$ cat src/rtl/core/sbbl_pkg.sv
// Shared types and constants for the sample bin builder and locator.
// Used by the controller, the datapath and the top level; depends on nothing.
package sbbl_pkg;

  localparam int DEF_MAX_SAMPLES = 64;
  localparam int DEF_VALUE_BITS  = 32;

  localparam int IN_VALUE_W = 32;
  localparam int STATUS_W   = 3;
  localparam int BIN_W      = 7;
  localparam int MBS_W      = 31;
  localparam int CFG_IDX_W  = 1;

  localparam logic [CFG_IDX_W-1:0] REG_STRICT_MODE  = 1'd0;
  localparam logic [CFG_IDX_W-1:0] REG_MIN_BIN_SIZE = 1'd1;

  localparam logic [STATUS_W-1:0] ST_OK        = 3'd0;
  localparam logic [STATUS_W-1:0] ST_TOO_FEW   = 3'd1;
  localparam logic [STATUS_W-1:0] ST_TOO_CLOSE = 3'd2;
  localparam logic [STATUS_W-1:0] ST_TOO_MANY  = 3'd3;
  localparam logic [STATUS_W-1:0] ST_BELOW     = 3'd4;
  localparam logic [STATUS_W-1:0] ST_ABOVE     = 3'd5;
  localparam logic [STATUS_W-1:0] ST_NO_TABLE  = 3'd6;

  typedef enum logic [4:0] {
    S_IDLE, S_DISP, S_INS_RD, S_INS_CMP, S_INS_WR,
    S_B_CHK0, S_B_CHK1, S_B_CHK2, S_B_FIRST, S_B_MID, S_B_LASTS, S_B_MAX,
    S_B_FIX, S_B_FAIL, S_F_RD, S_F_CMP, S_F_END, S_RESULT
  } state_t;

  typedef enum logic [4:0] {
    OP_NOP, OP_CAPTURE, OP_DISP, OP_INS_RD, OP_INS_SHIFT, OP_INS_WR,
    OP_B_CHK0, OP_B_CHK1, OP_B_CHK2, OP_B_FIRST, OP_B_MID, OP_B_LASTS, OP_B_MAX,
    OP_B_FIX, OP_B_FAIL, OP_F_RD, OP_F_CMP, OP_F_END, OP_RESULT
  } op_t;

  typedef struct packed {
    logic find;
    logic last;
    logic full;
    logic no_table;
    logic ovf;
    logic few;
    logic close;
    logic i_zero;
    logic gt;
    logic mid_more;
    logic strict;
    logic search_on;
    logic out_free;
  } stat_t;

endpackage

$ cat src/rtl/core/sbbl_ctrl.sv
// Sequencing state machine for the sample bin builder and locator.
// Depends on sbbl_pkg; drives datapath commands from datapath status.
module sbbl_ctrl (
  input  logic           clk,
  input  logic           rst_n,
  input  logic           in_valid,
  output logic           in_stall,
  input  sbbl_pkg::stat_t stat,
  output sbbl_pkg::op_t  op
);

  sbbl_pkg::state_t state_r, state_nxt;

  always_ff @(posedge clk) begin
    if (!rst_n) begin
      state_r <= sbbl_pkg::S_IDLE;
    end else begin
      state_r <= state_nxt;
    end
  end

  always_comb begin
    state_nxt = state_r;
    op        = sbbl_pkg::OP_NOP;
    in_stall  = (state_r != sbbl_pkg::S_IDLE);
    unique case (state_r)
      sbbl_pkg::S_IDLE: begin
        if (in_valid) begin
          op        = sbbl_pkg::OP_CAPTURE;
          state_nxt = sbbl_pkg::S_DISP;
        end
      end
      sbbl_pkg::S_DISP: begin
        op = sbbl_pkg::OP_DISP;
        if (stat.find) begin
          state_nxt = stat.no_table ? sbbl_pkg::S_RESULT : sbbl_pkg::S_F_RD;
        end else if (stat.full) begin
          state_nxt = stat.last ? sbbl_pkg::S_B_CHK0 : sbbl_pkg::S_IDLE;
        end else begin
          state_nxt = sbbl_pkg::S_INS_RD;
        end
      end
      sbbl_pkg::S_INS_RD: begin
        op        = sbbl_pkg::OP_INS_RD;
        state_nxt = stat.i_zero ? sbbl_pkg::S_INS_WR : sbbl_pkg::S_INS_CMP;
      end
      sbbl_pkg::S_INS_CMP: begin
        if (stat.gt) begin
          op        = sbbl_pkg::OP_INS_SHIFT;
          state_nxt = sbbl_pkg::S_INS_RD;
        end else begin
          state_nxt = sbbl_pkg::S_INS_WR;
        end
      end
      sbbl_pkg::S_INS_WR: begin
        op        = sbbl_pkg::OP_INS_WR;
        state_nxt = stat.last ? sbbl_pkg::S_B_CHK0 : sbbl_pkg::S_IDLE;
      end
      sbbl_pkg::S_B_CHK0: begin
        op        = sbbl_pkg::OP_B_CHK0;
        state_nxt = (stat.ovf || stat.few) ? sbbl_pkg::S_B_FAIL : sbbl_pkg::S_B_CHK1;
      end
      sbbl_pkg::S_B_CHK1: begin
        op        = sbbl_pkg::OP_B_CHK1;
        state_nxt = sbbl_pkg::S_B_CHK2;
      end
      sbbl_pkg::S_B_CHK2: begin
        op        = sbbl_pkg::OP_B_CHK2;
        state_nxt = stat.close ? sbbl_pkg::S_B_FAIL : sbbl_pkg::S_B_FIRST;
      end
      sbbl_pkg::S_B_FIRST: begin
        op        = sbbl_pkg::OP_B_FIRST;
        state_nxt = sbbl_pkg::S_B_MID;
      end
      sbbl_pkg::S_B_MID: begin
        op        = sbbl_pkg::OP_B_MID;
        state_nxt = stat.mid_more ? sbbl_pkg::S_B_MID : sbbl_pkg::S_B_LASTS;
      end
      sbbl_pkg::S_B_LASTS: begin
        op        = sbbl_pkg::OP_B_LASTS;
        state_nxt = stat.strict ? sbbl_pkg::S_B_FIX : sbbl_pkg::S_B_MAX;
      end
      sbbl_pkg::S_B_MAX: begin
        op        = sbbl_pkg::OP_B_MAX;
        state_nxt = sbbl_pkg::S_B_FIX;
      end
      sbbl_pkg::S_B_FIX: begin
        op        = sbbl_pkg::OP_B_FIX;
        state_nxt = sbbl_pkg::S_RESULT;
      end
      sbbl_pkg::S_B_FAIL: begin
        op        = sbbl_pkg::OP_B_FAIL;
        state_nxt = sbbl_pkg::S_RESULT;
      end
      sbbl_pkg::S_F_RD: begin
        op        = sbbl_pkg::OP_F_RD;
        state_nxt = stat.search_on ? sbbl_pkg::S_F_CMP : sbbl_pkg::S_F_END;
      end
      sbbl_pkg::S_F_CMP: begin
        op        = sbbl_pkg::OP_F_CMP;
        state_nxt = sbbl_pkg::S_F_RD;
      end
      sbbl_pkg::S_F_END: begin
        op        = sbbl_pkg::OP_F_END;
        state_nxt = sbbl_pkg::S_RESULT;
      end
      sbbl_pkg::S_RESULT: begin
        if (stat.out_free) begin
          op        = sbbl_pkg::OP_RESULT;
          state_nxt = sbbl_pkg::S_IDLE;
        end
      end
      default: state_nxt = sbbl_pkg::S_IDLE;
    endcase
  end

endmodule

$ cat config.mk
export PLATFORM = sky130hd
export DESIGN_NAME = sbbl_ctrl
export DESIGN_NICKNAME = d
export VERILOG_FILES = /design/src/rtl/core/sbbl_pkg.sv /design/src/rtl/core/sbbl_ctrl.sv
export SDC_FILE = /design/constraint.sdc
export NUM_CORES = 1
export LEC_CHECK = 0
export BUFFER_PORTS_ARGS = -buffer_cell sky130_fd_sc_hd__buf_2
export CORE_ASPECT_RATIO = 1.2
export CORE_MARGIN = 3
export CORE_UTILIZATION = 23
export DETAILED_ROUTE_END_ITERATION = 8
export PLACE_DENSITY_LB_ADDON = 0.2
export REMOVE_ABC_BUFFERS = 1
export SKIP_CTS_REPAIR_TIMING = 1
export SKIP_LAST_GASP = 1
export SLEW_MARGIN = 10
export SYNTH_ARGS = -nofsm -noshare
export SYNTH_HDL_FRONTEND = slang
export SYNTH_SLANG_ARGS = --single-unit
$ cat constraint.sdc
create_clock -name clk -period 2.5 [get_ports clk]
set_input_delay 0.25 -clock clk [delete_from_list [all_inputs] [get_ports clk]]
set_output_delay 0.25 -clock clk [all_outputs]
set_load 0.1 [all_outputs]
==> results.json, run 1 <==
{
  "reg2reg_depth": 4,
  "hp-class": "in2reg",
  "path_class": "reg2out",
  "seq_power_share_pct": 16.9,
  "cts_sinks": 5,
  "synth_compound_area_share_pct": 36.5,
  "max-vdd-ir-drop_mv": 0.442,
  "worst-slew-pin-transition_ns": 0.506,
  "synth_top_family_by_area": "simple AND/OR/NAND/NOR gates",
  "largest-register": "state_r",
  "synthSimpleGateAreaFrac_pct": 38.9,
  "skew_ns": 0.00243,
  "gp_congestion": 0.809,
  "die-area_um2": 3380,
  "worstPathRequired_ns": 2.25,
  "reg2reg_slack_ns": 0.88,
  "period_share_pct": 87.0,
  "cp-end-kind": "output port",
  "cp_cell_sequence": "nor2b_1 -> nand2_1 -> o31ai_1 -> buf_2",
  "ys.warnings.count": 0,
  "hpwl_mm": 1.53,
  "clkPwrFrac_pct": 9.4,
  "synth_fa_ha_area_share_pct": 0,
  "crit_path_max_fanout": 14,
  "grt_overflow_total": 0,
  "numCtsBuffers": 3,
  "finalNonFillerCells": 148,
  "cts-root-buf": "clkbuf_4",
  "grt_pass1_vias": 771,
  "die_y_um": 63.1,
  "initial_utilization_pct": 24.5,
  "hold_viol_final": 0,
  "grt_pass1_wl_mm": 3.31,
  "slew_headroom_pct": 66.2,
  "endpoint": "op[1]",
  "seq_area_frac_synth_pct": 16.0,
  "synth_area_per_cell_um2": 6.57,
  "post-route-min-period_ns": 2.18,
  "p_int_uw": 357,
  "critPathLaunchType": "flip-flop",
  "diodes": 0,
  "port_buffers": 21,
  "num_vias": 805,
  "status": "finished, final reports clean",
  "pin_count": 22,
  "synthMuxAreaShare_pct": 0,
  "startpoint": "state_r[1]",
  "top_regs": "state_r (5)",
  "rsz0062_at_grt": "no",
  "area_growth_pct": 24.6,
  "drt_first_iter_violations": 25,
  "largest_reg_flops": 5,
  "synth_xor_area_share_pct": 1.40,
  "r2r-end": "state_r[4]",
  "syn_area_um2": 624,
  "drive_gt1_share_pct": 23.5,
  "maxCapViolations": 0,
  "coreArea_um2": 2550,
  "worst_slack_ns": 0.325,
  "path_clk_slew_ns": 0.05,
  "synth_seq_cells": 5,
  "fmax_mhz": 460,
  "rows": 20,
  "antenna_found_initial": 0,
  "dp_slack_ns": 0.625,
  "comb_power_share_pct": 73.7,
  "syn_inst": 95,
  "synth_cell_types": 36,
  "drc_errors": 0,
  "grt_use_total_pct": 12.7,
  "fill_cells": 303,
  "synth_edf_count": 0,
  "async_reset_ff_share_pct": 0,
  "crit_slowest_cell": "dfxtp_1",
  "drv_slew": 0,
  "first_pass_iters": 4,
  "drtAntennaViolNets": 0,
  "postRouteWirelength_mm": 1.93,
  "p_leak_nw": 0.303,
  "dp.cells": 144,
  "clk_latency_ns": 0.25,
  "cpPeakStageDelay_ns": 0.60,
  "cts_tree": "yes",
  "switchingPower_uw": 665,
  "htree_num_levels": 1,
  "cp.arrival_ns": 1.93,
  "netSwitchingFraction_pct": 65.1,
  "p_per_area_nw_per_um2": 1310,
  "final_nets": 132,
  "r2r-start": "state_r[1]",
  "clk_path_buf_depth": 2,
  "setup_viol": 0,
  "via_per_inst": 5.44,
  "wl_per_cell_um": 13.0,
  "grt_max_degree": 18,
  "synthFlopType": "dfxtp_1",
  "die_x_um": 53.6
}
==> cells in the mapped netlist (2+ instances only) <==
master,n,area (um^2)
a21boi_0,2,15.0
o21a_1,3,22.5
a21oi_1,7,35.0
o211ai_1,2,15.0
and2_1,2,12.5
nand3b_1,3,22.5
nand2_1,9,33.8
nor2b_1,4,25.0
o21ai_0,5,25.0
inv_1,3,11.3
nand2b_1,2,12.5
nor4b_1,2,17.5
o22ai_1,2,12.5
nand3_1,5,25.0
o221ai_1,2,17.5
nor3_1,3,15.0
nor2_1,11,41.3
dfxtp_1,5,100
buf_2,6,30.0
==> cells by family after synthesis <==
family                    Yosys count
AOI/OAI and AO/OA                  33
xor gates and xnor gates            1
buffers and inverters              10
DFF                                 5
and+or+nand+nor                    46
==> placed cells by master (no fill, tap or decap), drive strengths merged, types with 4 or more instances in the layout <==
master	Yosys	routed
nor2	11	11
a21oi	7	7
buf	6	23
nand2	9	9
clkbuf	1	4
nand3	5	5
dfxtp	5	5
o21ai	5	5
nor2b	4	4
==> worst max-delay path, delay by kind of cell (launching register included) <==
kind,cells,cell delay (ns)
flip-flops,1,0.60
buffers and inverters,1,0.47
AO/OA/AOI/OAI,1,0.09
AND/OR/NAND/NOR,2,0.52
==> per-layer routing <==
layer | vias to the layer above | share of wire, % | wire length (um) | GRT usage, %
met5 | - | 0 | 0 | 0
met4 | 0 | 3.0 | 57 | 6.71
met3 | 11 | 7.2 | 139 | 1.89
met2 | 45 | 50 | 966 | 20.9
met1 | 357 | 40 | 762 | 15.4
li1 | 392 | - | - | -
==> worst min path at each step <==
stage,endpoint,startpoint,cells after the start
2_1_floorplan,state_r[4],rst_n,1
3_3_place_gp,state_r[2],rst_n,2
3_5_place_dp,state_r[2],rst_n,2
4_1_cts,state_r[2],rst_n,2
5_1_grt,state_r[2],rst_n,2
6_report,state_r[2],rst_n,2
==> stage by stage <==
step / power, mW / util (%) / cell area [um^2] / setup TNS, ns / hold WS (ns)
finish: 1.02 / 30.5 / 778 / 0 / 0.295
global route: 1.09 / 30.5 / 778 / 0 / 0.298
CTS: 1.02 / 30.5 / 778 / 0 / 0.295
detailed placement: 0.926 / 29.5 / 752 / 0 / 0.552
global placement: 0.932 / 29.5 / 752 / 0 / 0.554
floorplan: 0.771 / - / 591 / -1.69 / 0.368
==> area by class of cell <==
type                       instances  area [um^2]  area share, %
clock buffer                       4         26.3           3.38
inverter                           3         11.3           1.45
timing repair buffer              23          120           15.4
sequential                         5          100           12.9
multi-input combinational         80          479           61.6
tap                               33         41.3           5.31
==> power by group through the flow <==
| stage | Clock [mW] | Combinational (mW) | Sequential (mW) |
|---|---|---|---|
| 2_1_floorplan | 0 | 0.601 | 0.169 |
| 3_3_place_gp | 0 | 0.759 | 0.173 |
| 3_5_place_dp | 0 | 0.754 | 0.172 |
| 4_1_cts | 0.0983 | 0.755 | 0.170 |
| 5_1_grt | 0.107 | 0.806 | 0.180 |
| 6_report | 0.0963 | 0.753 | 0.173 |
No activity file was read; power rests on OpenSTA's default activity.
==> inputs of run 2 (changes only) <==
--- a/config.mk
+++ b/config.mk
@@ -11,6 +11,7 @@
 export CORE_UTILIZATION = 23
 export DETAILED_ROUTE_END_ITERATION = 8
 export PLACE_DENSITY_LB_ADDON = 0.2
+export RECOVER_POWER = 100
 export REMOVE_ABC_BUFFERS = 1
 export SKIP_CTS_REPAIR_TIMING = 1
 export SKIP_LAST_GASP = 1
==> results.json, run 2 (synthesis gave the netlist of run 1 again) <==
{
  "diodes": 0,
  "min_to": "state_r[2]",
  "cts-root-buf": "clkbuf_4",
  "rsz0062_at_grt": "no",
  "drc_errors": 0,
  "grt_max_degree": 18,
  "gp_congestion": 0.809,
  "post-route-min-period_ns": 2.26,
  "status": "finished, final reports clean",
  "coreArea_um2": 2550,
  "fmax_mhz": 443,
  "setup_viol": 0,
  "grt_overflow_total": 0,
  "largest-register": "state_r",
  "r2r-start": "state_r[2]",
  "worstPathRequired_ns": 2.25,
  "cts_sinks": 5,
  "crit_path_max_fanout": 11,
  "top_regs": "state_r (5)",
  "die_x_um": 53.6,
  "max-vdd-ir-drop_mv": 0.442,
  "cp.arrival_ns": 2.01,
  "largest_reg_flops": 5,
  "die-area_um2": 3380,
  "rows": 20,
  "drtAntennaViolNets": 0,
  "slew_headroom_pct": 63.9,
  "whs_path_depth": 2,
  "worst-slew-pin-transition_ns": 0.543,
  "numCtsBuffers": 3,
  "cp-end-kind": "output port",
  "htree_num_levels": 1,
  "grt_pass1_wl_mm": 3.31,
  "reg2reg_slack_ns": 0.75,
  "period_share_pct": 90.2,
  "final_nets": 132,
  "netSwitchingFraction_pct": 65.5,
  "path_class": "reg2out",
  "area_growth_pct": 24.0,
  "clk_latency_ns": 0.25,
  "whs_ns": 0.294,
  "via_per_inst": 5.42,
  "antenna_found_initial": 0,
  "seq_power_share_pct": 17.0,
  "grt_pass1_vias": 771,
  "switchingPower_uw": 667,
  "drv_slew": 0,
  "hp-class": "in2reg",
  "p_per_area_nw_per_um2": 1320,
  "hold_viol_final": 0,
  "first_pass_iters": 4,
  "worstHoldStart": "rst_n",
  "skew_ns": 0.00242,
  "postRouteWirelength_mm": 1.92,
  "finalSetupTns_ns": 0,
  "drive_gt1_share_pct": 22.6,
  "wl_per_cell_um": 13.0,
  "final_common_cell": "buf_2",
  "grt_use_total_pct": 12.7,
  "final_cell_mix": "buf_2 (15), nor2_1 (11), nand2_1 (9), a21oi_1 (7), clkbuf_2 (6)",
  "num_vias": 802,
  "port_buffers": 21,
  "reg2reg_depth": 5,
  "p_int_uw": 352,
  "clkPwrFrac_pct": 9.4,
  "p_leak_nw": 0.296,
  "critPathLaunchType": "flip-flop",
  "r2r-end": "state_r[1]",
  "fill_cells": 305,
  "maxCapViolations": 0,
  "comb_power_share_pct": 73.6,
  "cts_tree": "yes",
  "clk_path_buf_depth": 2,
  "drt_first_iter_violations": 21,
  "path_clk_slew_ns": 0.05,
  "die_y_um": 63.1,
  "hpwl_mm": 1.53,
  "pin_count": 22,
  "initial_utilization_pct": 24.5
}
## run 2: cell count changes in the layout (fill, tap and decap cells not counted), sizes merged
cell | before | now
buf | 23 | 16
clkbuf | 4 | 11
## run 2: how the worst max path moves through the flow
| stage | start | to | slack (ns) | depth (start not counted) |
|---|---|---|---|---|
| after floorplan | state_r[3] | op[0] | -0.89 | 2 |
| after global placement | state_r[3] | op[0] | 0.62 | 3 |
| after detailed placement | state_r[3] | op[0] | 0.62 | 3 |
| after CTS | state_r[3] | op[0] | 0.36 | 3 |
| after global routing | state_r[2] | op[3] | 0.13 | 5 |
| final | state_r[2] | op[3] | 0.24 | 5 |
## run 2: cell type report
type	count	area [um^2]	area share, %
sequential	5	100	12.9
timing repair buffer	23	116	15.0
multi-input combinational	80	479	61.9
inverter	3	11.3	1.45
clock buffer	4	26.3	3.39
tap	33	41.3	5.33
## run 2: through the flow
step                setup slack (ns)  instance area, um^2  std cells  power, mW  util, %
floorplan                     -0.892                  591         88      0.771        -
global placement               0.624                  752        144      0.932     29.5
detailed placement             0.625                  752        144      0.926     29.5
CTS                            0.363                  778        148       1.02     30.5
global route                   0.127                  774        148       1.09     30.3
finish                         0.244                  774        148       1.02     30.3
## run 2: critical path, cell delays in order (launching register included)
cell      delay (ns)
dfxtp_1         0.51
clkbuf_1        0.37
nand3_1         0.15
xor2_1          0.17
nor2_1          0.10
clkbuf_2        0.46
## run 2: per-layer routing
layer	part of all wire [%]	track usage, %
met2	49	20.9
met3	6.8	1.89
met4	2.6	6.71
met1	41	15.4
met5	0	0
## run 2: power groups by stage
| stage | clock, mW | sequential, mW | combinational, mW |
|---|---|---|---|
| after global placement | 0 | 0.173 | 0.759 |
| after floorplan | 0 | 0.169 | 0.601 |
| final | 0.0962 | 0.173 | 0.750 |
| after detailed placement | 0 | 0.172 | 0.754 |
| after global routing | 0.107 | 0.181 | 0.803 |
| after CTS | 0.0983 | 0.170 | 0.755 |
